--- src/rtl/track_motion_estimator_core_macros.svh ---
// Assertion macros for the track motion estimator.
// Used by the top level only; clk_i and rst_ni must be visible where expanded.
`ifndef TRACK_MOTION_ESTIMATOR_CORE_MACROS_SVH
`define TRACK_MOTION_ESTIMATOR_CORE_MACROS_SVH
`ifndef SYNTHESIS
// Plain property, checked on every clock edge outside reset.
`define TME_ASSERT(lbl, prop, msg) \
  lbl: assert property (@(posedge clk_i) disable iff (!rst_ni) (prop)) else $error(msg);
// Same-cycle implication.
`define TME_ASSERT_IMP(lbl, ante, cons, msg) \
  `TME_ASSERT(lbl, (ante) |-> (cons), msg)
// Next-cycle implication.
`define TME_ASSERT_NXT(lbl, ante, cons, msg) \
  `TME_ASSERT(lbl, (ante) |=> (cons), msg)
`else
`define TME_ASSERT(lbl, prop, msg)
`define TME_ASSERT_IMP(lbl, ante, cons, msg)
`define TME_ASSERT_NXT(lbl, ante, cons, msg)
`endif
`endif

--- src/rtl/tme_pkg.sv ---
// Shared types, constants and tables of the track motion estimator.
// No dependencies.
`default_nettype none
package tme_pkg;

  localparam int unsigned MAX_DEPTH_DEF  = 64;
  localparam int unsigned COORD_BITS_DEF = 24;

  // Configuration port
  localparam int unsigned CFG_W     = 7;
  localparam int unsigned CFG_IDX_W = 1;
  typedef enum logic [CFG_IDX_W-1:0] {
    REG_HIST_LEN = 1'b0,
    REG_SMOOTH   = 1'b1
  } cfg_reg_e;
  localparam logic [CFG_W-1:0] HIST_LEN_RST = 7'd16;
  localparam logic [CFG_W-1:0] SMOOTH_RST   = 7'd4;

  // Result field widths
  localparam int unsigned SPEED_W = 24;
  localparam int unsigned HEAD_W  = 16;
  localparam int unsigned CONF_W  = 16;
  localparam logic [CONF_W-1:0] CONF_FULL = 16'h8000;

  // Heading weights (Q16) and their sum
  localparam int unsigned WT_W   = 17;
  localparam int unsigned NUM_WT = 9;
  localparam int unsigned WS_W   = 19;

  // Angle arithmetic
  localparam int unsigned ANG_IN_W = 31;
  localparam int unsigned Z_W      = 21;
  localparam int unsigned CORDIC_N = 17;
  localparam int unsigned ATAN_W   = 16;
  localparam logic signed [Z_W-1:0] PI_Q16        = 21'sd205887;
  localparam logic signed [Z_W-1:0] HEADING_LIMIT = 21'sd25736;

  // Status of an iterative arithmetic unit
  typedef struct packed {
    logic busy;
    logic done;
  } unit_stat_t;

  typedef enum logic [4:0] {
    S_IDLE, S_PREP, S_FETCH, S_LOAD, S_SQX, S_SQY, S_ACCX, S_ACCY,
    S_ROOT, S_ROOT_WAIT, S_NEXT, S_SPD, S_SPD_WAIT, S_NEG, S_NORM,
    S_MX, S_MY, S_MAG, S_MAG_WAIT, S_CMP, S_CONF_WAIT, S_ANG, S_ANG_WAIT,
    S_DONE
  } tme_state_e;

  function automatic logic [WT_W-1:0] fall_wt(input logic [3:0] idx);
    logic [WT_W-1:0] w;
    unique case (idx)
      4'd0: w = 17'd65536;
      4'd1: w = 17'd58982;
      4'd2: w = 17'd53084;
      4'd3: w = 17'd47776;
      4'd4: w = 17'd42998;
      4'd5: w = 17'd38698;
      4'd6: w = 17'd34829;
      4'd7: w = 17'd31346;
      4'd8: w = 17'd28211;
      default: w = '0;
    endcase
    return w;
  endfunction

  function automatic logic [ATAN_W-1:0] atan_q16(input logic [4:0] idx);
    logic [ATAN_W-1:0] a;
    unique case (idx)
      5'd0:  a = 16'd51472;
      5'd1:  a = 16'd30386;
      5'd2:  a = 16'd16055;
      5'd3:  a = 16'd8150;
      5'd4:  a = 16'd4091;
      5'd5:  a = 16'd2047;
      5'd6:  a = 16'd1024;
      5'd7:  a = 16'd512;
      5'd8:  a = 16'd256;
      5'd9:  a = 16'd128;
      5'd10: a = 16'd64;
      5'd11: a = 16'd32;
      5'd12: a = 16'd16;
      5'd13: a = 16'd8;
      5'd14: a = 16'd4;
      5'd15: a = 16'd2;
      5'd16: a = 16'd1;
      default: a = '0;
    endcase
    return a;
  endfunction

endpackage
`default_nettype wire

--- src/rtl/tme_sqrt.sv ---
// Bit-serial integer square root (floor), one root bit per cycle.
// Depends on tme_pkg for the unit status word.
`default_nettype none
module tme_sqrt #(
  parameter int unsigned RAD_W = 62
) (
  input  wire logic                   clk_i,
  input  wire logic                   rst_ni,
  input  wire logic                   start_i,
  input  wire logic [RAD_W-1:0]       rad_i,
  output logic      [RAD_W/2-1:0]     root_o,
  output tme_pkg::unit_stat_t         stat_o
);

  localparam int unsigned RT_W  = RAD_W / 2;
  localparam int unsigned CNT_W = $clog2(RT_W + 1);

  logic [RAD_W-1:0] rad_q;
  logic [RT_W+1:0]  rem_q;
  logic [RT_W-1:0]  root_q;
  logic [CNT_W-1:0] cnt_q;
  logic             busy_q, done_q;

  logic [1:0]      pair;
  logic [RT_W+1:0] rem_t, trial;
  logic            fits;

  // Trial subtraction of the next digit pair
  always_comb begin
    pair  = rad_q[RAD_W-1 -: 2];
    rem_t = {rem_q[RT_W-1:0], pair};
    trial = {root_q, 2'b01};
    fits  = (rem_t >= trial);
  end

  // Control
  always_ff @(posedge clk_i or negedge rst_ni) begin
    if (!rst_ni) begin
      busy_q <= 1'b0;
      done_q <= 1'b0;
      cnt_q  <= '0;
    end else if (start_i) begin
      busy_q <= 1'b1;
      done_q <= 1'b0;
      cnt_q  <= '0;
    end else if (busy_q) begin
      cnt_q <= cnt_q + 1'b1;
      if (cnt_q == CNT_W'(RT_W - 1)) begin
        busy_q <= 1'b0;
        done_q <= 1'b1;
      end
    end else begin
      done_q <= 1'b0;
    end
  end

  // Datapath
  always_ff @(posedge clk_i) begin
    if (start_i) begin
      rad_q  <= rad_i;
      rem_q  <= '0;
      root_q <= '0;
    end else if (busy_q) begin
      rad_q  <= {rad_q[RAD_W-3:0], 2'b00};
      rem_q  <= fits ? (rem_t - trial) : rem_t;
      root_q <= {root_q[RT_W-2:0], fits};
    end
  end

  assign root_o      = root_q;
  assign stat_o.busy = busy_q;
  assign stat_o.done = done_q;

endmodule
`default_nettype wire

--- config.mk ---
export PLATFORM = sky130hd
export DESIGN_NAME = tme_sqrt
export DESIGN_NICKNAME = d
export VERILOG_FILES = /design/src/rtl/track_motion_estimator_core_macros.svh /design/src/rtl/tme_pkg.sv /design/src/rtl/tme_sqrt.sv
export SDC_FILE = /design/constraint.sdc
export NUM_CORES = 1
export LEC_CHECK = 0
export BUFFER_PORTS_ARGS = -buffer_cell sky130_fd_sc_hd__buf_2
export CORE_AREA = 2 2 119 121
export DETAILED_ROUTE_END_ITERATION = 7
export DIE_AREA = 0 0 121 123
export GPL_TIMING_DRIVEN = 1
export PLACE_DENSITY = 0.76
export SLEW_MARGIN = 20
export SYNTH_ARGS = -nofsm -noshare
export SYNTH_HDL_FRONTEND = slang
export SYNTH_SLANG_ARGS = --single-unit
--- constraint.sdc ---
create_clock -name clk_i -period 5.1 [get_ports clk_i]
set_input_delay 1.02 -clock clk_i [delete_from_list [all_inputs] [get_ports clk_i]]
set_output_delay 1.02 -clock clk_i [all_outputs]
set_load 0.05 [all_outputs]
Word-level counts from Yosys, hierarchy flattened. Index checks and enable logic that the tools add are counted.

Register bits after elaboration: 131. Input port bits: 65. Output and inout port bits: 33. Logic and storage cells: 23.

Add/subtract/negate cells: 2. Order comparisons: 1. Equality and inequality tests: 2. Mux-type cells: 11. Reduce and logical (&&, ||, !) cells: 1.

Operator list (number): 2-to-1 mux 62 bit (2); >= comparator 33 bit (1); 2-to-1 mux 31 bit (1); subtractor 31 bit (1); 2-to-1 mux 5 bit (2); 2-to-1 mux 1 bit (6); adder 5 x 1 -> 5 bit (second input constant) (1); equality test 5 bit (second input constant) (1); inequality test 3 x 2 -> 1 bit (second input constant) (1); nonzero test 2 bit (1).

Logic depth before layout (Yosys ltp).
Word-level depth: 4. Mapped depth: 12.

Worst setup path before layout. No wires, ideal clock.

Kind: register to register. Start point: reg root_q[11], in the netlist root_o[11]. End point: reg rem_q[30]. Setup time: 0.136 ns. Arrival time: 2.794 ns. Data required time: 4.964 ns. Setup slack: 2.170 ns. Stages on the path, launching flop included: 11. Path buffers: 1. Clock period less this slack: 2.930 ns. Cell sequence: dfxtp_1 -> inv_1 -> ha_1 -> clkbuf_1 -> nand4_1 -> a2111oi_2 -> nor3_1 -> o31a_1 -> mux2i_1 -> o41ai_1 -> a311oi_1.

Word-level cells in the longest chain between the ends: 2.

Ends and longest elaborated chain: start: declaration (line tme_sqrt.sv:20) `logic [RT_W-1:0] root_q;`; start signal: assignment (line tme_sqrt.sv:66) `root_q <= {root_q[RT_W-2:0], fits};`; subtractor 31 bit / >= comparator 33 bit (equally long branches) (line tme_sqrt.sv:65, tme_sqrt.sv:33); 2-to-1 mux 31 bit (*) (line tme_sqrt.sv:65) `rem_q <= fits ? (rem_t - trial) : rem_t;`; end signal: assignment (line tme_sqrt.sv:65); end: declaration (line tme_sqrt.sv:19) `logic [RT_W+1:0] rem_q;`.

Every way passes the cells marked *; elsewhere a longest branch is shown, timed or not. A chain may end at the register's enable or synchronous reset.

Final worst setup path.
Start point: reg root_q[3], in the netlist root_o[3]. End point: reg rem_q[23].

The elaborated chain is that of the path after synthesis.

==> flow_summary.ini <==
[status]
status = finished clean

[yosys]
syn_area_um2 = 7350
ys_async_sr_fraction_pct = 5.34
synth_largest_area_cell = edfxtp_1
yosys-top-cells-area = edfxtp_1 (25%), dfxtp_1 (17%), mux2_2 (9.3%), mux2i_1 (6.5%), ha_1 (6.0%)
synth-edff-count = 62
synth_ff_type = edfxtp_1
syn-num-nets = 795
seq_area_frac_synth_pct = 44.6
yosysWarningCount = 0
synth_top_area_share_pct = 25.3
ys_top_cells_by_count = nor2_1 (78), dfxtp_1 (62), edfxtp_1 (62)
syn_inst = 695
ys_types = 66
ys_seq_elements = 131
yosys.cell_count.top_type = nor2_1
synth.avg_cell_area_um2 = 10.6

[worst_setup_path]
required_ns = 5.44
r2r_cells = 10
path_depth = 10
crit_buf_inv = 1
criticalPathCategory = flop to flop
crit_path_max_incr_delay_ns = 0.76
critical_path.top_delay_family = compound AO/OA/AOI/OAI gates
reg2reg_slack_ns = 1.74
r2r_end = rem_q[23]
critPathSlowestCell = o21ai_4
start_kind = flop
worstReg2RegStart = root_o[3]
path_max_fanout = 25
crit_chain = inv_1 > ha_1 > nand4_1 > a21o_1 > a211o_1 > a31oi_4 > o21ai_2 > o21ai_4 > o311ai_0 > o21ai_0
arrival_ns = 3.70
cp-end-kind = flop

[final_layout]
syn_to_final_growth_pct = 13.8
drive_gt1_share_pct = 26.5
fin_nets = 873
antennaDiodeCount = 0

[die]
fp-row-count = 43
die_h_um = 123
core_area_um2 = 13600
ios = 98
die_x_um = 121
initial_core_util_pct = 54.0
die_area_um2 = 14900

[clocking]
cts_root_buffer = clkbuf_16
tritoncts = built
post_cts_resized = 0
clk-insertion-delay-late_ns = 0.42
holdBufCountCts = 0
cts.sinks = 131
cts-buffers-inserted = 17
max-clock-path-buffers = 2
htreeDepth = 4
post_cts_buffers = 0
path_clk_slew_ns = 0.06

[flow_run]
max_cap_violations = 0

[sta]
setup_viol = 0
finClkSkew_ns = 0.00769
finalCritPeriodShare_pct = 65.8
slew_violations = 0
rsz0062_at_grt = false
max_clock_freq_ghz = 0.298
hold_violations = 0
worst_pin_slew_ns = 1.03
setup_tns_ns = 0
whs_ns = 0.418
relSlewSlack_pct = 31.5
min_period_ns = 3.36

[detailed_routing]
dr.pass1.iters = 5
drt-initial-drc-count = 428
routedWlPerCell_um = 15.7
drt-total-wl_um = 15200
vias = 5449
vias_per_cell = 5.64
drtAntennaViolNets = 0
drc = 0

[grt]
overflow = 0
grt_pass1_vias = 5207
track_usage_pct = 21.3
grt_max_degree = 91
grt_pass1_wl_um = 25000
antenna_found_initial = 0

[pwr]
ir_drop_v = 0.000415
p_seq_share_pct = 28.8
p_per_area_nw_per_um2 = 561
p_leak_nw = 3.72
finalPower_mw = 4.70
p_comb_share_pct = 46.3
netSwitchingFraction_pct = 38.5
cellInternalPower_mw = 2.89
clock_power_share_pct = 24.9
p_switching_mw = 1.81

[placement]
routabilityCongestion = 0.910
io_buffers = 97
hpwlAfterDp_um = 10500

[min_path]
hp-class = input port to asynchronous set/reset pin
-- per-layer routing --
metal,track usage (%),wire length (µm),up-vias
li1,-,-,2689
met1,26.1,6670,2576
met2,34.9,7320,167
met3,7.56,1000,17
met4,7.78,175,0
met5,0,0,-
-- layout by cell type (no fill, tap or decap), types with 13 or more instances in the layout --
cell / count
o21ai_0: 19
xnor2_1: 18
a21oi_1: 31
mux2_2: 61
a211oi_1: 19
dfxtp_1: 62
nand2_1: 32
clkbuf_16: 17
mux2i_1: 48
ha_1: 35
nand3_1: 16
edfxtp_1: 62
inv_1: 42
nand4_1: 13
buf_2: 96
nor2_1: 78
-- power groups by stage --
stage | Clock (mW) | Combinational (mW) | Sequential, mW
finish | 1.17 | 2.17 | 1.35
global route | 1.24 | 2.38 | 1.37
CTS | 1.19 | 2.14 | 1.35
detailed placement | 0 | 2.11 | 1.37
global placement | 0 | 2.06 | 1.37
floorplan | 0 | 1.77 | 1.36
-- worst max-delay path by stage --
| stage | start | endpoint | slack [ns] |
|---|---|---|---|
| 2_1_floorplan | root_o[11] | rem_q[30] | 2.17 |
| 3_3_place_gp | start_i | rem_q[23] | 1.94 |
| 3_5_place_dp | root_o[3] | rem_q[18] | 1.84 |
| 4_1_cts | root_o[3] | rem_q[23] | 1.81 |
| 5_1_grt | root_o[14] | rem_q[18] | 1.55 |
| 6_report | root_o[3] | rem_q[23] | 1.74 |
-- worst register-to-register path: stages (launching register included) --
cell	delay (ns)
dfxtp_1	0.37
inv_1	0.06
ha_1	0.39
nand4_1	0.18
a21o_1	0.20
a211o_1	0.32
a31oi_4	0.25
o21ai_2	0.12
o21ai_4	0.76
o311ai_0	0.38
o21ai_0	0.26
-- per-stage QoR --
| stage | worst slack, ns | instance area (µm²) | instances | utilization (%) |
|---|---|---|---|---|
| floorplan | 2.17 | 7350 | 695 | - |
| global placement | 1.94 | 7800 | 934 | 57.3 |
| detailed placement | 1.84 | 7800 | 934 | 57.3 |
| CTS | 1.81 | 8370 | 966 | 61.5 |
| global route | 1.55 | 8370 | 966 | 61.5 |
| finish | 1.74 | 8370 | 966 | 61.5 |
-- cell families after synthesis --
family	share of synthesized area, %
compound gates	13.2
xor+xnor	3.46
fa+ha+maj	5.96
buf+inv	6.14
flops	44.6
mux	15.9
simple gates	10.7
-- state kept, by name, summed over array words and instances (netlist names) --
name,cells
done_q,1
root_o,31
rad_q,62
busy_q,1
rem_q,31
cnt_q,5
-- layout make-up --
cell class	instances	area [µm²]
Fill cell	1144	5250
Multi-Input combinational cell	480	3620
Sequential cell	131	3280
Timing Repair Buffer	100	510
Clock buffer	17	425
Tap cell	180	225
Inverter	43	161
Clock inverter	15	143
(Power assumes the default switching activity.)
