### src/rtl/track_motion_estimator_core_macros.svh
// Assertion macros for the track motion estimator.
// Used by the top level only; clk_i and rst_ni must be visible where expanded.
`ifndef TRACK_MOTION_ESTIMATOR_CORE_MACROS_SVH
`define TRACK_MOTION_ESTIMATOR_CORE_MACROS_SVH
`ifndef SYNTHESIS
// Plain property, checked on every clock edge outside reset.
`define TME_ASSERT(lbl, prop, msg) \
  lbl: assert property (@(posedge clk_i) disable iff (!rst_ni) (prop)) else $error(msg);
// Same-cycle implication.
`define TME_ASSERT_IMP(lbl, ante, cons, msg) \
  `TME_ASSERT(lbl, (ante) |-> (cons), msg)
// Next-cycle implication.
`define TME_ASSERT_NXT(lbl, ante, cons, msg) \
  `TME_ASSERT(lbl, (ante) |=> (cons), msg)
`else
`define TME_ASSERT(lbl, prop, msg)
`define TME_ASSERT_IMP(lbl, ante, cons, msg)
`define TME_ASSERT_NXT(lbl, ante, cons, msg)
`endif
`endif

### src/rtl/tme_pkg.sv
// Shared types, constants and tables of the track motion estimator.
// No dependencies.
`default_nettype none
package tme_pkg;

  localparam int unsigned MAX_DEPTH_DEF  = 64;
  localparam int unsigned COORD_BITS_DEF = 24;

  // Configuration port
  localparam int unsigned CFG_W     = 7;
  localparam int unsigned CFG_IDX_W = 1;
  typedef enum logic [CFG_IDX_W-1:0] {
    REG_HIST_LEN = 1'b0,
    REG_SMOOTH   = 1'b1
  } cfg_reg_e;
  localparam logic [CFG_W-1:0] HIST_LEN_RST = 7'd16;
  localparam logic [CFG_W-1:0] SMOOTH_RST   = 7'd4;

  // Result field widths
  localparam int unsigned SPEED_W = 24;
  localparam int unsigned HEAD_W  = 16;
  localparam int unsigned CONF_W  = 16;
  localparam logic [CONF_W-1:0] CONF_FULL = 16'h8000;

  // Heading weights (Q16) and their sum
  localparam int unsigned WT_W   = 17;
  localparam int unsigned NUM_WT = 9;
  localparam int unsigned WS_W   = 19;

  // Angle arithmetic
  localparam int unsigned ANG_IN_W = 31;
  localparam int unsigned Z_W      = 21;
  localparam int unsigned CORDIC_N = 17;
  localparam int unsigned ATAN_W   = 16;
  localparam logic signed [Z_W-1:0] PI_Q16        = 21'sd205887;
  localparam logic signed [Z_W-1:0] HEADING_LIMIT = 21'sd25736;

  // Status of an iterative arithmetic unit
  typedef struct packed {
    logic busy;
    logic done;
  } unit_stat_t;

  typedef enum logic [4:0] {
    S_IDLE, S_PREP, S_FETCH, S_LOAD, S_SQX, S_SQY, S_ACCX, S_ACCY,
    S_ROOT, S_ROOT_WAIT, S_NEXT, S_SPD, S_SPD_WAIT, S_NEG, S_NORM,
    S_MX, S_MY, S_MAG, S_MAG_WAIT, S_CMP, S_CONF_WAIT, S_ANG, S_ANG_WAIT,
    S_DONE
  } tme_state_e;

  function automatic logic [WT_W-1:0] fall_wt(input logic [3:0] idx);
    logic [WT_W-1:0] w;
    unique case (idx)
      4'd0: w = 17'd65536;
      4'd1: w = 17'd58982;
      4'd2: w = 17'd53084;
      4'd3: w = 17'd47776;
      4'd4: w = 17'd42998;
      4'd5: w = 17'd38698;
      4'd6: w = 17'd34829;
      4'd7: w = 17'd31346;
      4'd8: w = 17'd28211;
      default: w = '0;
    endcase
    return w;
  endfunction

  function automatic logic [ATAN_W-1:0] atan_q16(input logic [4:0] idx);
    logic [ATAN_W-1:0] a;
    unique case (idx)
      5'd0:  a = 16'd51472;
      5'd1:  a = 16'd30386;
      5'd2:  a = 16'd16055;
      5'd3:  a = 16'd8150;
      5'd4:  a = 16'd4091;
      5'd5:  a = 16'd2047;
      5'd6:  a = 16'd1024;
      5'd7:  a = 16'd512;
      5'd8:  a = 16'd256;
      5'd9:  a = 16'd128;
      5'd10: a = 16'd64;
      5'd11: a = 16'd32;
      5'd12: a = 16'd16;
      5'd13: a = 16'd8;
      5'd14: a = 16'd4;
      5'd15: a = 16'd2;
      5'd16: a = 16'd1;
      default: a = '0;
    endcase
    return a;
  endfunction

endpackage
`default_nettype wire

### src/rtl/tme_cordic.sv
// Iterative vectoring CORDIC: angle of (x, y) in Q16, rounded to Q13 and clamped.
// Depends on tme_pkg for the atan table and angle constants.
`default_nettype none
module tme_cordic (
  input  wire logic                                clk_i,
  input  wire logic                                rst_ni,
  input  wire logic                                start_i,
  input  wire logic signed [tme_pkg::ANG_IN_W-1:0] x_i,
  input  wire logic signed [tme_pkg::ANG_IN_W-1:0] y_i,
  output logic signed      [tme_pkg::HEAD_W-1:0]   angle_o,
  output tme_pkg::unit_stat_t                      stat_o
);

  localparam int unsigned X_W = tme_pkg::ANG_IN_W + 3;
  localparam int unsigned Z_W = tme_pkg::Z_W;

  logic signed [X_W-1:0] x_q, y_q, xs, ys, x0, y0;
  logic signed [Z_W-1:0] z_q, at, zr, zc;
  logic [4:0]            i_q;
  logic                  busy_q, done_q;

  always_comb begin
    x0 = X_W'(x_i);
    y0 = X_W'(y_i);
    xs = x_q >>> i_q;
    ys = y_q >>> i_q;
    at = $signed({{(Z_W - tme_pkg::ATAN_W){1'b0}}, tme_pkg::atan_q16(i_q)});
    // Round Q16 to Q13 and clamp to the heading range
    zr = (z_q + Z_W'(4)) >>> 3;
    if (zr > tme_pkg::HEADING_LIMIT) begin
      zc = tme_pkg::HEADING_LIMIT;
    end else if (zr < -tme_pkg::HEADING_LIMIT) begin
      zc = -tme_pkg::HEADING_LIMIT;
    end else begin
      zc = zr;
    end
  end

  // Control
  always_ff @(posedge clk_i or negedge rst_ni) begin
    if (!rst_ni) begin
      busy_q <= 1'b0;
      done_q <= 1'b0;
      i_q    <= '0;
    end else if (start_i) begin
      busy_q <= 1'b1;
      done_q <= 1'b0;
      i_q    <= '0;
    end else if (busy_q) begin
      i_q <= i_q + 1'b1;
      if (i_q == 5'(tme_pkg::CORDIC_N - 1)) begin
        busy_q <= 1'b0;
        done_q <= 1'b1;
      end
    end else begin
      done_q <= 1'b0;
    end
  end

  // Left half plane is folded over by a rotation of pi first.
  always_ff @(posedge clk_i) begin
    if (start_i) begin
      if (x_i < 0) begin
        x_q <= -x0;
        y_q <= -y0;
        z_q <= (y_i >= 0) ? tme_pkg::PI_Q16 : -tme_pkg::PI_Q16;
      end else begin
        x_q <= x0;
        y_q <= y0;
        z_q <= '0;
      end
    end else if (busy_q) begin
      if (y_q > 0) begin
        x_q <= x_q + ys;
        y_q <= y_q - xs;
        z_q <= z_q + at;
      end else begin
        x_q <= x_q - ys;
        y_q <= y_q + xs;
        z_q <= z_q - at;
      end
    end
  end

  assign angle_o     = zc[tme_pkg::HEAD_W-1:0];
  assign stat_o.busy = busy_q;
  assign stat_o.done = done_q;

endmodule
`default_nettype wire
### config.mk
export PLATFORM = sky130hd
export DESIGN_NAME = tme_cordic
export DESIGN_NICKNAME = d
export VERILOG_FILES = /design/src/rtl/track_motion_estimator_core_macros.svh /design/src/rtl/tme_pkg.sv /design/src/rtl/tme_cordic.sv
export SDC_FILE = /design/constraint.sdc
export NUM_CORES = 1
export LEC_CHECK = 0
export BUFFER_PORTS_ARGS = -buffer_cell sky130_fd_sc_hd__buf_2
export CAP_MARGIN = 20
export CORE_MARGIN = 5
export CORE_UTILIZATION = 55
export DETAILED_ROUTE_END_ITERATION = 10
export PLACE_DENSITY = 0.8
export SYNTH_ARGS = -nofsm -noshare
export SYNTH_HDL_FRONTEND = slang
export SYNTH_SLANG_ARGS = --single-unit
### constraint.sdc
create_clock -name clk_i -period 7.24 [get_ports clk_i]
set_input_delay 1.086 -clock clk_i [delete_from_list [all_inputs] [get_ports clk_i]]
set_output_delay 1.086 -clock clk_i [all_outputs]
set_load 0.02 [all_outputs]
# After elaboration in Yosys (flattened, before gate mapping)
# Memory sizes are Yosys's and may differ from the RTL's.
# Cells that the tools add are included.
# W data, S select, Z words.
[classes]
addsub = 10
order_cmp = 5
eq_ne = 2
shift = 2
muxes = 23
reduce_logical = 1
[op_table]
columns = ["cell", "n"]
rows = [
  ["$mux W34", 8],
  ["$mux W21", 5],
  ["$add A34 B34 Y34", 2],
  ["$neg A31 Y34", 2],
  ["$sshr A34 B5 Y34", 2],
  ["$sub A34 B34 Y34", 2],
  ["$gt A34 B1 Y1 const B", 1],
  ["$mux W16", 2],
  ["$ge A31 B1 Y1 const B", 1],
  ["$lt A31 B1 Y1 const B", 1],
  ["$add A21 B17 Y21", 1],
  ["$add A21 B4 Y21 const B", 1],
  ["$sub A21 B17 Y21", 1],
  ["$gt A18 B16 Y1 const B", 1],
  ["$lt A18 B16 Y1 const B", 1],
  ["$mux W5", 2],
  ["$mux W1", 6],
  ["$add A5 B1 Y5 const B", 1],
  ["$eq A5 B5 Y1 const B", 1],
  ["$ne A3 B2 Y1 const B", 1],
  ["$reduce_bool A2 Y1", 1],
]
[word_totals]
ff_bits = 96
romBits = 512
input_bits = 65
out_inout_bits = 18
mem_count = 1
[mem_list]
columns = ["memory", "words", "word_bits", "rd", "rd_ports_with_merged_regs", "write_ports", "line", "rtl"]
rows = [
  ["(name not given)", 32, 16, 1, 0, 0, "tme_pkg.sv:70", "unique case (idx)"],
]

# Logic depth before layout (Yosys ltp)
[depth]
depth_word = 5
ltp_mapped = 27

# Worst setup path before layout
# No wires, ideal clock.
[synth_timing]
kind = "register to register"
from = "register i_q[1]"
to = "register y_q[30] (data pin)"
arrival_time_ns = 5.456
t_required_ns = 6.973
path_slack_ns = 1.518
stages_incl_launch_ff = 26
n_path_buf = 4
period_less_slack_ns = 5.722
cell_sequence = "dfrtp_1 -> buf_6 -> buf_6 -> buf_4 -> buf_2 -> mux4_2 -> o22ai_1 -> nor2_1 -> a2111oi_1 -> nand4_1 -> nor4_1 -> nand2_1 -> o21ai_2 -> o21ai_0 -> xor2_1 -> ha_1 -> a21o_1 -> a21o_1 -> a21o_1 -> a211o_1 -> a21o_1 -> a41oi_1 -> nor2_1 -> o41a_1 -> xnor2_1 -> o21ai_0"
[synth_between]
elab_chain_cells = 5
word_cells_on_any_way = 6
[synth_rtl]
columns = ["item", "line", "rtl"]
rows = [
  ["from (decl)", "tme_cordic.sv:19", "logic [4:0] i_q;"],
  ["from (signal assigned)", "tme_cordic.sv:50", "i_q <= i_q + 1'b1;"],
  ["$sshr A34 B5 Y34 (*)", "tme_cordic.sv:25", "xs = x_q >>> i_q;"],
  ["$add A34 B34 Y34 / $sub A34 B34 Y34 (equally long branches)", "tme_cordic.sv:79, tme_cordic.sv:75", ""],
  ["$mux W34 (*)", "tme_cordic.sv:73", "if (y_q > 0) begin"],
  ["$mux W34 (*)", "tme_cordic.sv:72", "end else if (busy_q) begin"],
  ["$mux W34 (*)", "tme_cordic.sv:62", "if (start_i) begin"],
  ["to (signal assigned)", "tme_cordic.sv:65", "y_q <= -y0;"],
  ["to (signal assigned)", "tme_cordic.sv:75", "y_q <= y_q - xs;"],
  ["to (signal assigned)", "tme_cordic.sv:79", "y_q <= y_q + xs;"],
  ["to (decl)", "tme_cordic.sv:17", "logic signed [X_W-1:0] x_q, y_q, xs, ys, x0, y0;"],
]
# Every way passes the cells marked *; elsewhere a longest branch is shown, timed or not. The select of a mux whose other input is x is not followed.
# A chain may end at the register's enable or synchronous reset.

# Final worst setup path
[layout_timing]
from = "register i_q[1]"
to = "register y_q[33] (data pin)"
# Same word-level chain as after synthesis.

==> flow_metrics.env <==
export IMPL_cts_buffers=9
export IMPL_synth_avg_cell_area_um2=8.40
export IMPL_drt_initial_drc_count=1847
export IMPL_clock_sinks=96
export IMPL_final_setup_tns_ns=0
export IMPL_cts_tree="done"
export IMPL_io_buffers=82
export IMPL_clock_skew_ns=0.0119
export IMPL_start_util=0.559
export IMPL_dr_total_vias=16694
export IMPL_use_met2=0.555
export IMPL_path_cells="buf_4 -> buf_4 -> mux4_2 -> nand2_1 -> a21oi_1 -> a2111oi_1 -> buf_4 -> nand4_1 -> buf_4 -> o31ai_1 -> xnor2_1 -> ha_1 -> nand3_1 -> a2111oi_0 -> a221oi_1 -> or4_1 -> nand3_1 -> a41oi_1 -> or2_2 -> a311o_1 -> xnor2_1 -> a21boi_1"
export IMPL_clockBufferDepth=2
export IMPL_cts_root_buf="clkbuf_16"
export IMPL_cp_arrival_ns=6.99
export IMPL_grt_first_pass_wirelength_um=92400
export IMPL_r2r_end="y_q[33]"
export IMPL_critPathMaxFanout=40
export IMPL_ant_nets=0
export IMPL_critPathKind="register to register"
export IMPL_grt_pass1_vias=16235
export IMPL_synth_top_area_cell="edfxtp_1"
export IMPL_endpoint_kind="register"
export IMPL_ys_warn_count=0
export IMPL_async_reset_ff_frac=0.0729
export IMPL_gp_congestion=1.05
export IMPL_wl_per_cell_um=24.3
export IMPL_synth_area_mm2=0.0166
export IMPL_reg2reg_depth=22
export IMPL_synth_top_area_frac=0.161
export IMPL_most_common_layout_cells="nand2_1 (171), nor2_1 (170), a21oi_1 (158), o21ai_0 (144), xnor2_1 (139)"
export IMPL_drcViolationCount=0
export IMPL_fmaxAchievable_mhz=146
export IMPL_fin_ws_ns=0.377
export IMPL_post_route_period_util=0.948
export IMPL_grt_start_max_net_pins=78
export IMPL_critPathMaxStageDelay_ns=0.80
export IMPL_timing_rr_start="i_q[1]"
export IMPL_num_antenna_cells=0
export IMPL_rsz0062_at_grt="no"
export IMPL_ctsResizeCount=0
export IMPL_die_area_mm2=0.0338
export IMPL_synth_mux_area_frac=0.170
export IMPL_placed_cell_area_mm2=0.0175
export IMPL_critPathSlowestCell="dfrtp_4"
export IMPL_slew_headroom=0.208
export IMPL_worst_pin_slew_ns=1.17
export IMPL_synth_ff_type="edfxtp_1"
export IMPL_setup_viol=0
export IMPL_core_mm2=0.0297
export IMPL_top_usage_layer="met2"
export IMPL_layout_commonest_cell="nand2_1"
export IMPL_post_place_ws_ns=0.509
export IMPL_insertion_delay_ns=0.40
export IMPL_grt_antenna_before_repair=2
export IMPL_hold_buffers=0
export IMPL_rrSetupSlack_ns=0.38
export IMPL_first_pass_iters=6
export IMPL_syn_to_final_growth_pct=6.80
export IMPL_synth_cells=1980
export IMPL_slew_violations=0
export IMPL_grtUsageTotal=0.346
export IMPL_synth_seq_area_share=0.171
export IMPL_grt_ovfl_total=0
export IMPL_die_w_um=184
export IMPL_use_met1=0.458
export IMPL_synth_seq_cells=96
export IMPL_rows=63
export IMPL_drv_cap=0
export IMPL_fin_nets=2187
export IMPL_syn_num_nets=2151
export IMPL_pin_count=83
export IMPL_use_met3=0.0623
export IMPL_post_cts_setup_buffers=0
export IMPL_cp_common_cell="buf_4"
export IMPL_drive_above_1_share=0.148
export IMPL_clk_pin_slew_worst_paths_ns=0.08
export IMPL_setup_worst_path_start_class="register"
export IMPL_yosys_area_share_adder=0.0811
export IMPL_hold_class="primary input to asynchronous set/reset pin"
export IMPL_synth_xor_xnor_area_share=0.119
export IMPL_cts_max_level=3
export IMPL_instances_no_fill=2411
export IMPL_synth_top_family_by_area="compound AO/OA/AOI/OAI gates"
export IMPL_synthSimpleGateAreaFrac=0.179
export IMPL_fill_cells=2676
export IMPL_dp_cells=2395
export IMPL_hold_violations=0
export IMPL_die_h_um=184
export IMPL_dpl_hpwl_um=45400
export IMPL_synth_compound_area_share=0.234
export IMPL_synthTopCellsByArea="edfxtp_1 (16%), mux4_2 (9.9%), ha_1 (7.8%)"
export IMPL_fin_area_mm2=0.0178
export IMPL_synth_edf_count=89
export IMPL_worstPathRequired_ns=7.37
export IMPL_netlist_cell_type_count=94
export IMPL_outcome="complete, no violations"
export IMPL_routed_wl_um=58600
export IMPL_via_per_inst=6.92
export IMPL_min_period_ns=6.86
[routing by layer]
layer | routed length (µm) | vias to the layer above
li1 | - | 7581
met1 | 23800 | 8003
met2 | 26700 | 938
met3 | 5240 | 170
met4 | 2770 | 2
met5 | 19 | -
[flip-flops by register name, summed over array words and instances (netlist names)]
name	count
busy_q	1
done_q	1
i_q	5
x_q	34
y_q	34
z_q	21
[critical path: cells and delay by family (launching register included)]
family / cells / cell delay, ns
AOI/OAI and AO/OA: 8 / 2.04
xor gates and xnor gates: 2 / 0.32
adders and majority gates: 1 / 0.40
buffers and inverters: 4 / 1.08
DFF: 1 / 0.80
muxes: 1 / 0.53
and+or+nand+nor: 6 / 1.39
[worst max path at each step]
stage | from | to | slack (ns) | cells past startpoint
detailed placement | i_q[1] | y_q[33] | 0.51 | 21
finish | i_q[1] | y_q[33] | 0.38 | 22
floorplan | i_q[1] | y_q[30] | 1.52 | 25
global placement | i_q[1] | y_q[30] | 0.68 | 22
global route | i_q[1] | y_q[30] | 0.03 | 24
CTS | i_q[1] | y_q[33] | 0.47 | 21
[synthesized netlist by cell type, types with 8 or more instances]
master,instances
xor2_1,87
a31oi_1,28
nand4_1,15
buf_1,18
xnor2_1,139
mux4_2,73
a21oi_1,158
edfxtp_1,89
a21boi_0,9
a211o_1,8
and2_1,20
clkbuf_1,59
o31ai_1,29
buf_2,24
ha_1,103
o21bai_1,13
or3_1,18
a21o_1,44
and3_1,19
nand3_1,36
a221oi_1,12
nor4_1,18
nor2_1,171
mux2i_1,56
mux4_1,12
buf_4,9
nor2b_1,22
o211ai_1,9
or4_1,12
nand2_1,171
inv_1,57
o21a_1,15
o21ai_0,144
a211oi_1,22
or2_2,17
nand2b_1,26
mux2_2,27
o22ai_1,14
o41ai_1,10
nor3_1,33
[per-stage QoR]
step           hold WS, ns   util
3_5_place_dp         0.600  0.588
6_report             0.519  0.597
5_1_grt              0.530  0.597
4_1_cts              0.517  0.597
2_1_floorplan        0.560      -
3_3_place_gp         0.604  0.588
[area by class of cell]
class                           instances  area, µm²  area share
Sequential cell                        96       2860       0.161
Timing Repair Buffer                  141        881      0.0496
Tap cell                              390        488      0.0275
Clock inverter                          6       45.0     0.00254
Multi-Input combinational cell       1709      13000       0.733
Inverter                               59        221      0.0125
Clock buffer                           10        239      0.0135
[cell families after synthesis]
kind of cell / Yosys count
simple gates: 609
compound gates: 600
xor+xnor: 226
buf+inv: 175
mux: 168
fa+ha+maj: 106
flops: 96
Power is left out: the tool's default activity adds up to more than one toggle a clock period on the data nets, which glitch-free logic cannot reach.
