**src/rtl/track_motion_estimator_core_macros.svh**
```systemverilog
// Assertion macros for the track motion estimator.
// Used by the top level only; clk_i and rst_ni must be visible where expanded.
`ifndef TRACK_MOTION_ESTIMATOR_CORE_MACROS_SVH
`define TRACK_MOTION_ESTIMATOR_CORE_MACROS_SVH
`ifndef SYNTHESIS
// Plain property, checked on every clock edge outside reset.
`define TME_ASSERT(lbl, prop, msg) \
  lbl: assert property (@(posedge clk_i) disable iff (!rst_ni) (prop)) else $error(msg);
// Same-cycle implication.
`define TME_ASSERT_IMP(lbl, ante, cons, msg) \
  `TME_ASSERT(lbl, (ante) |-> (cons), msg)
// Next-cycle implication.
`define TME_ASSERT_NXT(lbl, ante, cons, msg) \
  `TME_ASSERT(lbl, (ante) |=> (cons), msg)
`else
`define TME_ASSERT(lbl, prop, msg)
`define TME_ASSERT_IMP(lbl, ante, cons, msg)
`define TME_ASSERT_NXT(lbl, ante, cons, msg)
`endif
`endif

```
**src/rtl/tme_pkg.sv**
```systemverilog
// Shared types, constants and tables of the track motion estimator.
// No dependencies.
`default_nettype none
package tme_pkg;

  localparam int unsigned MAX_DEPTH_DEF  = 64;
  localparam int unsigned COORD_BITS_DEF = 24;

  // Configuration port
  localparam int unsigned CFG_W     = 7;
  localparam int unsigned CFG_IDX_W = 1;
  typedef enum logic [CFG_IDX_W-1:0] {
    REG_HIST_LEN = 1'b0,
    REG_SMOOTH   = 1'b1
  } cfg_reg_e;
  localparam logic [CFG_W-1:0] HIST_LEN_RST = 7'd16;
  localparam logic [CFG_W-1:0] SMOOTH_RST   = 7'd4;

  // Result field widths
  localparam int unsigned SPEED_W = 24;
  localparam int unsigned HEAD_W  = 16;
  localparam int unsigned CONF_W  = 16;
  localparam logic [CONF_W-1:0] CONF_FULL = 16'h8000;

  // Heading weights (Q16) and their sum
  localparam int unsigned WT_W   = 17;
  localparam int unsigned NUM_WT = 9;
  localparam int unsigned WS_W   = 19;

  // Angle arithmetic
  localparam int unsigned ANG_IN_W = 31;
  localparam int unsigned Z_W      = 21;
  localparam int unsigned CORDIC_N = 17;
  localparam int unsigned ATAN_W   = 16;
  localparam logic signed [Z_W-1:0] PI_Q16        = 21'sd205887;
  localparam logic signed [Z_W-1:0] HEADING_LIMIT = 21'sd25736;

  // Status of an iterative arithmetic unit
  typedef struct packed {
    logic busy;
    logic done;
  } unit_stat_t;

  typedef enum logic [4:0] {
    S_IDLE, S_PREP, S_FETCH, S_LOAD, S_SQX, S_SQY, S_ACCX, S_ACCY,
    S_ROOT, S_ROOT_WAIT, S_NEXT, S_SPD, S_SPD_WAIT, S_NEG, S_NORM,
    S_MX, S_MY, S_MAG, S_MAG_WAIT, S_CMP, S_CONF_WAIT, S_ANG, S_ANG_WAIT,
    S_DONE
  } tme_state_e;

  function automatic logic [WT_W-1:0] fall_wt(input logic [3:0] idx);
    logic [WT_W-1:0] w;
    unique case (idx)
      4'd0: w = 17'd65536;
      4'd1: w = 17'd58982;
      4'd2: w = 17'd53084;
      4'd3: w = 17'd47776;
      4'd4: w = 17'd42998;
      4'd5: w = 17'd38698;
      4'd6: w = 17'd34829;
      4'd7: w = 17'd31346;
      4'd8: w = 17'd28211;
      default: w = '0;
    endcase
    return w;
  endfunction

  function automatic logic [ATAN_W-1:0] atan_q16(input logic [4:0] idx);
    logic [ATAN_W-1:0] a;
    unique case (idx)
      5'd0:  a = 16'd51472;
      5'd1:  a = 16'd30386;
      5'd2:  a = 16'd16055;
      5'd3:  a = 16'd8150;
      5'd4:  a = 16'd4091;
      5'd5:  a = 16'd2047;
      5'd6:  a = 16'd1024;
      5'd7:  a = 16'd512;
      5'd8:  a = 16'd256;
      5'd9:  a = 16'd128;
      5'd10: a = 16'd64;
      5'd11: a = 16'd32;
      5'd12: a = 16'd16;
      5'd13: a = 16'd8;
      5'd14: a = 16'd4;
      5'd15: a = 16'd2;
      5'd16: a = 16'd1;
      default: a = '0;
    endcase
    return a;
  endfunction

endpackage
`default_nettype wire

```
**src/rtl/tme_div.sv**
```systemverilog
// Restoring unsigned divider, one quotient bit per cycle (floor).
// Depends on tme_pkg for the unit status word.
`default_nettype none
module tme_div #(
  parameter int unsigned NUM_W = 41,
  parameter int unsigned DEN_W = 19
) (
  input  wire logic               clk_i,
  input  wire logic               rst_ni,
  input  wire logic               start_i,
  input  wire logic [NUM_W-1:0]   num_i,
  input  wire logic [DEN_W-1:0]   den_i,
  output logic      [NUM_W-1:0]   quot_o,
  output tme_pkg::unit_stat_t     stat_o
);

  localparam int unsigned CNT_W = $clog2(NUM_W + 1);

  logic [NUM_W-1:0] num_q;
  logic [DEN_W-1:0] den_q, rem_q;
  logic [CNT_W-1:0] cnt_q;
  logic             busy_q, done_q;

  logic [DEN_W:0] rem_t, rem_s;
  logic           fits;

  always_comb begin
    rem_t = {rem_q, num_q[NUM_W-1]};
    fits  = (rem_t >= {1'b0, den_q});
    rem_s = rem_t - {1'b0, den_q};
  end

  // Control
  always_ff @(posedge clk_i or negedge rst_ni) begin
    if (!rst_ni) begin
      busy_q <= 1'b0;
      done_q <= 1'b0;
      cnt_q  <= '0;
    end else if (start_i) begin
      busy_q <= 1'b1;
      done_q <= 1'b0;
      cnt_q  <= '0;
    end else if (busy_q) begin
      cnt_q <= cnt_q + 1'b1;
      if (cnt_q == CNT_W'(NUM_W - 1)) begin
        busy_q <= 1'b0;
        done_q <= 1'b1;
      end
    end else begin
      done_q <= 1'b0;
    end
  end

  // The dividend shifts out at the top while quotient bits enter at the bottom.
  always_ff @(posedge clk_i) begin
    if (start_i) begin
      num_q <= num_i;
      den_q <= den_i;
      rem_q <= '0;
    end else if (busy_q) begin
      num_q <= {num_q[NUM_W-2:0], fits};
      rem_q <= fits ? rem_s[DEN_W-1:0] : rem_t[DEN_W-1:0];
    end
  end

  assign quot_o      = num_q;
  assign stat_o.busy = busy_q;
  assign stat_o.done = done_q;

endmodule
`default_nettype wire

```
**config.mk**
```make
export PLATFORM = sky130hd
export DESIGN_NAME = tme_div
export DESIGN_NICKNAME = d
export VERILOG_FILES = /design/src/rtl/track_motion_estimator_core_macros.svh /design/src/rtl/tme_pkg.sv /design/src/rtl/tme_div.sv
export SDC_FILE = /design/constraint.sdc
export NUM_CORES = 1
export LEC_CHECK = 0
export ABC_AREA = 1
export BUFFER_PORTS_ARGS = -buffer_cell sky130_fd_sc_hd__buf_2
export CORE_UTILIZATION = 55
export DETAILED_ROUTE_END_ITERATION = 10
export PLACE_DENSITY = 0.86
export SYNTH_ARGS = -nofsm -noshare
export SYNTH_HDL_FRONTEND = slang
export SYNTH_SLANG_ARGS = --single-unit
```
**constraint.sdc**
```tcl
create_clock -name clk_i -period 2.65 [get_ports clk_i]
set_clock_uncertainty 0.15 [all_clocks]
set_input_delay 0.265 -clock clk_i [delete_from_list [all_inputs] [get_ports clk_i]]
set_output_delay 0.265 -clock clk_i [all_outputs]
set_load 0.05 [all_outputs]
```
# Word level (Yosys, flattened, before mapping)
# Cells that the tools add are included.
classes:
  muxes: 11
  eq_ne: 2
  n_shift: 0
  n_reduce_logical: 1
  magnitude_cmp: 1
  bitwise: 0
  add_sub_neg: 2
  n_mul: 0
  n_div: 0
ops:
  columns: ["operator", "n"]
  rows:
  - ["$mux W41", 2]
  - ["$ge A20 B19 Y1", 1]
  - ["$mux W19", 1]
  - ["$sub A19 B19 Y19", 1]
  - ["$mux W6", 2]
  - ["$add A6 B1 Y6 const B", 1]
  - ["$eq A6 B6 Y1 const B", 1]
  - ["$mux W1", 6]
  - ["$ne A3 B2 Y1 const B", 1]
  - ["$reduce_bool A2 Y1", 1]
totals:
  ram_bits: 0
  latch_bits: 0
  in_bits: 63
  out_inout_bits: 43
  wordCells: 23
  mem_count: 0
  rom_bits: 0
  reg_bits: 87

# Depth between registers and ports, before layout
# Gate-level depths: netlist of run 1.
logic_depth:
  word_depth: 4
  depth_mapped: 15
  ltp_nobuf: 15

# Worst setup path after synthesis of run 1
# No wires, ideal clock.
synth_path:
  path_kind: "in2reg"
  from: "in start_i"
  to: "reg num_q[0], in the netlist quot_o[0], enable pin"
  setup_time_ns: 0.422
  required_time_ns: 2.078
  cell_stages: 4
  n_path_buf: 2
  path_slack_ns: 0.094
  t_arrival_ns: 1.984
  cell_sequence: "clkbuf_1 nor2_1 inv_1 clkbuf_1"
synth_between:
  elab_chain_cells: 1
synth_lines:
  columns: ["item", "line", "rtl"]
  rows:
  - ["start, declared", "tme_div.sv:10", "input wire logic start_i,"]
  - ["$reduce_bool A2 Y1 (no source line)", null, null]
  - ["end signal, assigned", "tme_div.sv:57", "num_q <= num_i;"]
  - ["end signal, assigned", "tme_div.sv:61", "num_q <= {num_q[NUM_W-2:0], fits};"]
  - ["end, declared", "tme_div.sv:19", "logic [NUM_W-1:0] num_q;"]
# No other way between the ends.
# A chain may end at the register's enable or synchronous reset.

# Final worst setup path of run 1
layout_path:
  from: "reg num_q[40], in the netlist quot_o[40]"
  to: "reg num_q[0], in the netlist quot_o[0], data pin"
layout_between:
  elab_chain_cells: 3
layout_lines:
  columns: ["item", "line", "rtl"]
  rows:
  - ["$ge A20 B19 Y1", "tme_div.sv:29", "fits = (rem_t >= {1'b0, den_q});"]
  - ["$mux W41", "tme_div.sv:60", "end else if (busy_q) begin"]
  - ["$mux W41", "tme_div.sv:56", "if (start_i) begin"]
# No other way between the ends. The select of a mux whose other input is x is not followed.

==> impl_results.md, run 1 <==
* Status: complete, no violations
* Final hold viol count at 0
* Diode count at 0
* First-pass GRT wire length at between 15000 and 20000 um
* Nets at 840
* Yosys Warn Count at 0
* PortBufs at 105
* CP max FO at 10
* Most frequent cells after synthesis: nand2_1, inv_1, edfxtp_1, nand3_1, nor2_1
* Row Count at 34
* Hold Crit Depth at 3
* Unrepaired setup endpoints after global routing: no
* Least-Margin Pin Slew at 1046 ps
* Top-count cell post-synth: nand2_1
* Clock power frac at 19.0%
* TritonCTS Buffers at 9
* Cells on worst reg2reg path at 11
* Synthesized area at 0.004961 mm^2
* #FFs+latches synth at 87
* H-tree depth at 3
* Initial Util at between 50% and 60%
* Leak pwr at 3.115 nW
* Minimum clock period at approximately 2500 ps
* Switch Pwr at 0.002052 W
* Die W at 96.98 um
* Avg Cell Area, Syn at 7.875 um^2
* CP required at 2700 ps
* Setup Buffers After CTS at 0
* Clk buf depth at 2
* Core ar. at 0.008721 mm^2
* Post-synth ARST share at 9.195%
* RePlAce Congestion at 0.9396
* Crit path launch type: flip-flop
* CP endpoint kind: flip-flop
* Final ANT Viol Nets at 0
* Detailed Place HPWL at 8147 um
* Combinational share of power at ~44%
* Die area at roughly 0.0094 mm^2
* Largest net degree at the start of global routing at between 60 and 70
* Tot GR Track Use at roughly 25%
* DR WL/cell at 13.29 um
* Pint at between 0.002 and 0.003 W
* First-pass DRT Iterations at 6
* Post-layout utilization of the core at 68.19%
* Max_cap viols at 0
* Die Y at 96.98 um
* Primary FF master, synth: edfxtp_1
* Sw frac at 42.69%
* Largest area contributor in the netlist: edfxtp_1
* Root Driver: clkbuf_8
* Cells after synthesis at 630
* Reg clk slew, reported paths at 100 ps
* Top cells by area, synth: edfxtp_1, nand2_1, dfxtp_1, inv_1, ha_1
* Initial antenna violation count at 0
* Vias per cell at 5.206
* Share of the synthesized area in the top cell type at 36.32%
* Syn Nets at 715
* Top Ports at 106
* Power per cell area at 808.3 mW/mm^2
* Period utilization at 94.29%
* Total Neg Setup Slack at 0 ps
* Hold path start: num_i[37]
* GRT overflow at 0
* Drc violations at 0
* Via count at approximately 4500
* Worst skew pair latency at 370 ps
* Layout area overhead at 19.87%
* Worst R2R Start: quot_o[40]
* Cell variety after synth at 34
* Max Slew Vio Count at 0
* Share of cells above drive strength 1 at 19.21%
* Finish-stage setup viols at 0
* CTS Sinks at 87
* Critical path class: flip-flop to flip-flop
* Worst slew margin at 30.27%
* Post-Route WL at about 12000 um
* Maximum vdd ir drop at 0.0004516 V
* Vias in the first global route at about 4400
* Setup crit start: quot_o[40]
* CTS tree: yes
* CP arrival at 2550 ps
* Hold crit path type: input port to flip-flop
* Sequential fraction of the synthesis area at 48.02%
* Fmax at approximately 400 MHz
* Worst hold slack at 10.03 ps
* DR iter-0 viols at between 200 and 250
* Reg power frac at 37.1%
* Post-synth EDFFs at 60
==> final timing paths <==
path                              end  slack, ps
setup / recovery            quot_o[0]        150
hold / removal             quot_o[37]         10
min in group asynchronous    cnt_q[4]        130
setup reg to reg            quot_o[0]        150
max in group asynchronous    cnt_q[1]       2050
hold reg to reg             rem_q[18]        330
==> cell type report <==
type,count,area [um^2]
Fill cell,702,2774
Sequential cell,87,2382
Multi-Input combinational cell,437,2126
Timing Repair Buffer,134,795.8
Inverter,86,322.8
Tap cell,108,135.1
Clock buffer,9,123.9
Clock inverter,7,61.31
==> sequential cells by signal, indices dropped and copies added, names as in the netlist <==
name    cells
busy_q      1
cnt_q       6
den_q      19
done_q      1
quot_o     41
rem_q      19
==> per-layer routing <==
layer	wire length, um	up-vias	track usage (%)	part of all wire [%]
met5	0	-	0	0
met4	260	0	9.300	2.3
met3	739	29	5.925	6.4
met2	5469	189	42.52	47
met1	5069	2066	31.29	44
li1	-	2235	-	-
==> through the flow <==
step / setup slack, ps / power (W) / std cells / area [um^2]
2_1_floorplan: 94.25 / 0.003420 / 630 / 4961
3_3_place_gp: 368.3 / 0.003775 / 831 / 5552
3_5_place_dp: 203.0 / 0.003839 / 831 / 5552
4_1_cts: 171.1 / 0.004768 / 868 / 5947
5_1_grt: 18.96 / 0.005117 / 868 / 5947
6_report: 151.4 / 0.004807 / 868 / 5947
==> worst max-delay path: stages, from the launching register on <==
cell and delay (ps):
edfxtp_1 350, inv_1 60, ha_1 250, fa_1 440
inv_1 100, nand3_1 80, nand3_1 160, nand2_1 90
nand3_2 90, nand2_2 150, buf_4 230, a31oi_1 180
==> cell families after synthesis <==
family / share of synthesized area, %
AO/OA/AOI/OAI: 3.834
XOR/XNOR: 1.589
adder cells (fa/ha/maj): 5.700
buffers and inverters: 9.130
flip-flops: 48.02
AND/OR/NAND/NOR: 31.73
==> layout by cell type, fill, tap and decap left out, drive strengths merged, types with 6 or more instances in the layout <==
master	count
a21oi	15
buf	113
clkbuf	9
dfrtp	8
dfxtp	19
dlygate4sd3	21
edfxtp	60
ha	21
inv	89
nand2	275
nand3	44
nand3b	13
nor2	26
nor3	10
o21ai	18
xnor2	6
==> timing repair <==
item,4_1_cts,5_1_grt
endpoints found under the hold margin,28,0
gates resized for setup,0,0
setup endpoints to repair,0,1
hold buffers,21,0
==> power groups by stage <==
stage	clock network [W]	logic (W)	registers, W
global route	0.000974	0.00234	0.00181
CTS	0.000919	0.00207	0.00178
detailed placement	0	0.00203	0.00181
global placement	0	0.00197	0.00180
floorplan	0	0.00141	0.00201
finish	0.000915	0.00211	0.00178
Power figures use the tool's default switching activity.
==> inputs of run 2 (changes only) <==
--- a/config.mk
+++ b/config.mk
@@ -7,9 +7,12 @@
 export LEC_CHECK = 0
 export ABC_AREA = 1
 export BUFFER_PORTS_ARGS = -buffer_cell sky130_fd_sc_hd__buf_2
+export CORE_MARGIN = 4
 export CORE_UTILIZATION = 55
 export DETAILED_ROUTE_END_ITERATION = 10
 export PLACE_DENSITY = 0.86
+export REMOVE_ABC_BUFFERS = 1
+export SETUP_SLACK_MARGIN = 0.15
 export SYNTH_ARGS = -nofsm -noshare
 export SYNTH_HDL_FRONTEND = slang
 export SYNTH_SLANG_ARGS = --single-unit
==> run 2 against run 1 <==
Clock power grew 4.7%. Combinational power is 4% higher. Cell area is 3.2% higher. Wire length increased by 5.8%. Fmax increased by 8.1%. Via count grew 1.0%. First-iteration DRC count decreased by 16%. Largest cell class unchanged. Largest power group unchanged.
==> impl_results.md, run 2 (synthesis gave the netlist of run 1 again) <==
* Status: complete, no violations
* Root Driver: clkbuf_8
* TritonCTS Buffers at 9
* Initial antenna violation count at 0
* GRT overflow at 0
* Post-Route WL at 12200 um
* Crit path launch type: flip-flop
* Max_cap viols at 0
* Share of cells above drive strength 1 at roughly 20%
* Slowest stage delay, CP at 370 ps
* Diode count at 0
* Fmax at 432.8 MHz
* Reg clk slew, reported paths at 110 ps
* RePlAce Congestion at 0.9712
* CP arrival at 2370 ps
* Critical-path cell list: inv_1, ha_2, fa_2, inv_1, nand3_1, nand3_2, nand2_1, nand3_2, nand2_8, buf_4, a31oi_1
* Initial Util at 56.61%
* Most frequent cells in the layout: nand2_1, buf_2, inv_1
* Power per cell area at 802.9 mW/mm^2
* Drc violations at 0
* Placed cell area at 0.005564 mm^2
* Top Ports at 106
* CP required at 2710 ps
* Nets at 852
* Worst skew pair latency at 370 ps
* Largest net degree at the start of global routing at just over 50
* Finish-stage setup viols at 0
* Max Slew Vio Count at 0
* Inst Count DP at 831
* Minimum clock period at 2310 ps
* Detailed Place HPWL at about 8400 um
* Final hold viol count at 0
* Final instance area at 0.006135 mm^2
* DR iter-0 viols at 190
* H-tree depth at 3
* Layout area overhead at 23.66%
* DR WL/cell at 13.87 um
* Row Count at 34
* PortBufs at between 100 and 150
* Commonest non-fill, non-tap cell in the layout: nand2_1
* Die W at 103.0 um
* Largest register FFs at 41
* Hold crit path type: input port to flip-flop
* Core ar. at 0.008763 mm^2
* Worst slew margin at about 66%
* Via count at between 4000 and 5000
* Critical path class: flip-flop to flip-flop
* Leak pwr at 3.191 nW
* Slowest stage cell, crit path: fa_2
* Final ANT Viol Nets at 0
* Vias in the first global route at 4436
* Clk buf depth at 2
* Die Y at roughly 100 um
* Least-Margin Pin Slew at 504.7 ps
* CP max FO at 12
* CP endpoint kind: flip-flop
* # fillers at 679
* Die area at around 0.011 mm^2
* Maximum vdd ir drop at about 0.00046 V
* CTS Sinks at 87
* Period utilization at 87.18%
* CTS tree: yes
* Tot GR Track Use at 23.68%
* First-pass GRT wire length at 19820 um
* Unrepaired setup endpoints after global routing: no
* First-pass DRT Iterations at 5
* Vias per cell at 5.188
* Fin cells at 880
==> run 2: repair_timing <==
action	CTS	global route
gates resized for setup	1	5
endpoints found under the hold margin	33	3
hold buffers	26	3
pin swaps	0	3
gates cloned	0	1
buffers inserted	0	3
setup endpoints to repair	20	20
==> run 2: path summary, 6_finish.rpt <==
| check | cells past startpoint | start | to | slack [ps] |
|---|---|---|---|---|
| hold reg to reg | 2 | rem_q[8] | rem_q[8] | 320 |
| setup reg to reg | 11 | quot_o[40] | quot_o[0] | 340 |
| min in group asynchronous | 2 | rst_ni | busy_q | 120 |
| hold / removal | 3 | num_i[18] | quot_o[18] | 10 |
| max in group asynchronous | 2 | rst_ni | done_q | 2050 |
| setup / recovery | 11 | quot_o[40] | quot_o[0] | 340 |
==> run 2: cell type report <==
class	instances	area, um^2	area share (%)
sequential	87	2382	38.83
multi-input combinational	438	2166	35.30
timing repair buffer	145	923.4	15.05
inverter	86	322.8	5.262
tap	108	135.1	2.203
clock buffer	9	123.9	2.019
clock inverter	7	81.33	1.326
==> run 2: routing by layer <==
layer,global-route usage (%),up-vias,part of all wire [%]
li1,-,2268,-
met1,28.27,2096,42
met2,41.39,179,48
met3,7.510,22,8.7
met4,6.076,0,1.7
met5,0,-,0
==> run 2: worst max-delay path: cells and delay by family (launching register included) <==
family	cells	cell delay, ps
DFF	1	350
AOI/OAI and AO/OA	1	170
buffers and inverters	3	370
and+or+nand+nor	5	530
adders and majority gates	2	580
==> run 2: per-stage QoR <==
stage	setup TNS, ps	utilization (%)	hold slack, ps	worst slack [ps]	total power (W)
finish	0	70.00	12.33	339.6	0.004925
floorplan	-547.4	-	-180.6	-63.03	0.003326
global placement	0	63.49	-41.94	211.1	0.003758
global route	0	70.00	3.384	153.6	0.005281
detailed placement	0	63.49	-35.56	95.09	0.003818
CTS	0	68.86	0.7355	185.9	0.004816
==> run 2: power breakdown <==
group	switching (W)	internal [W]	total (W)
clock	0.000580	0.000379	0.000958
combinational	0.00140	0.000783	0.00219
sequential	0.000120	0.00166	0.00178
total	0.00210	0.00282	0.00493
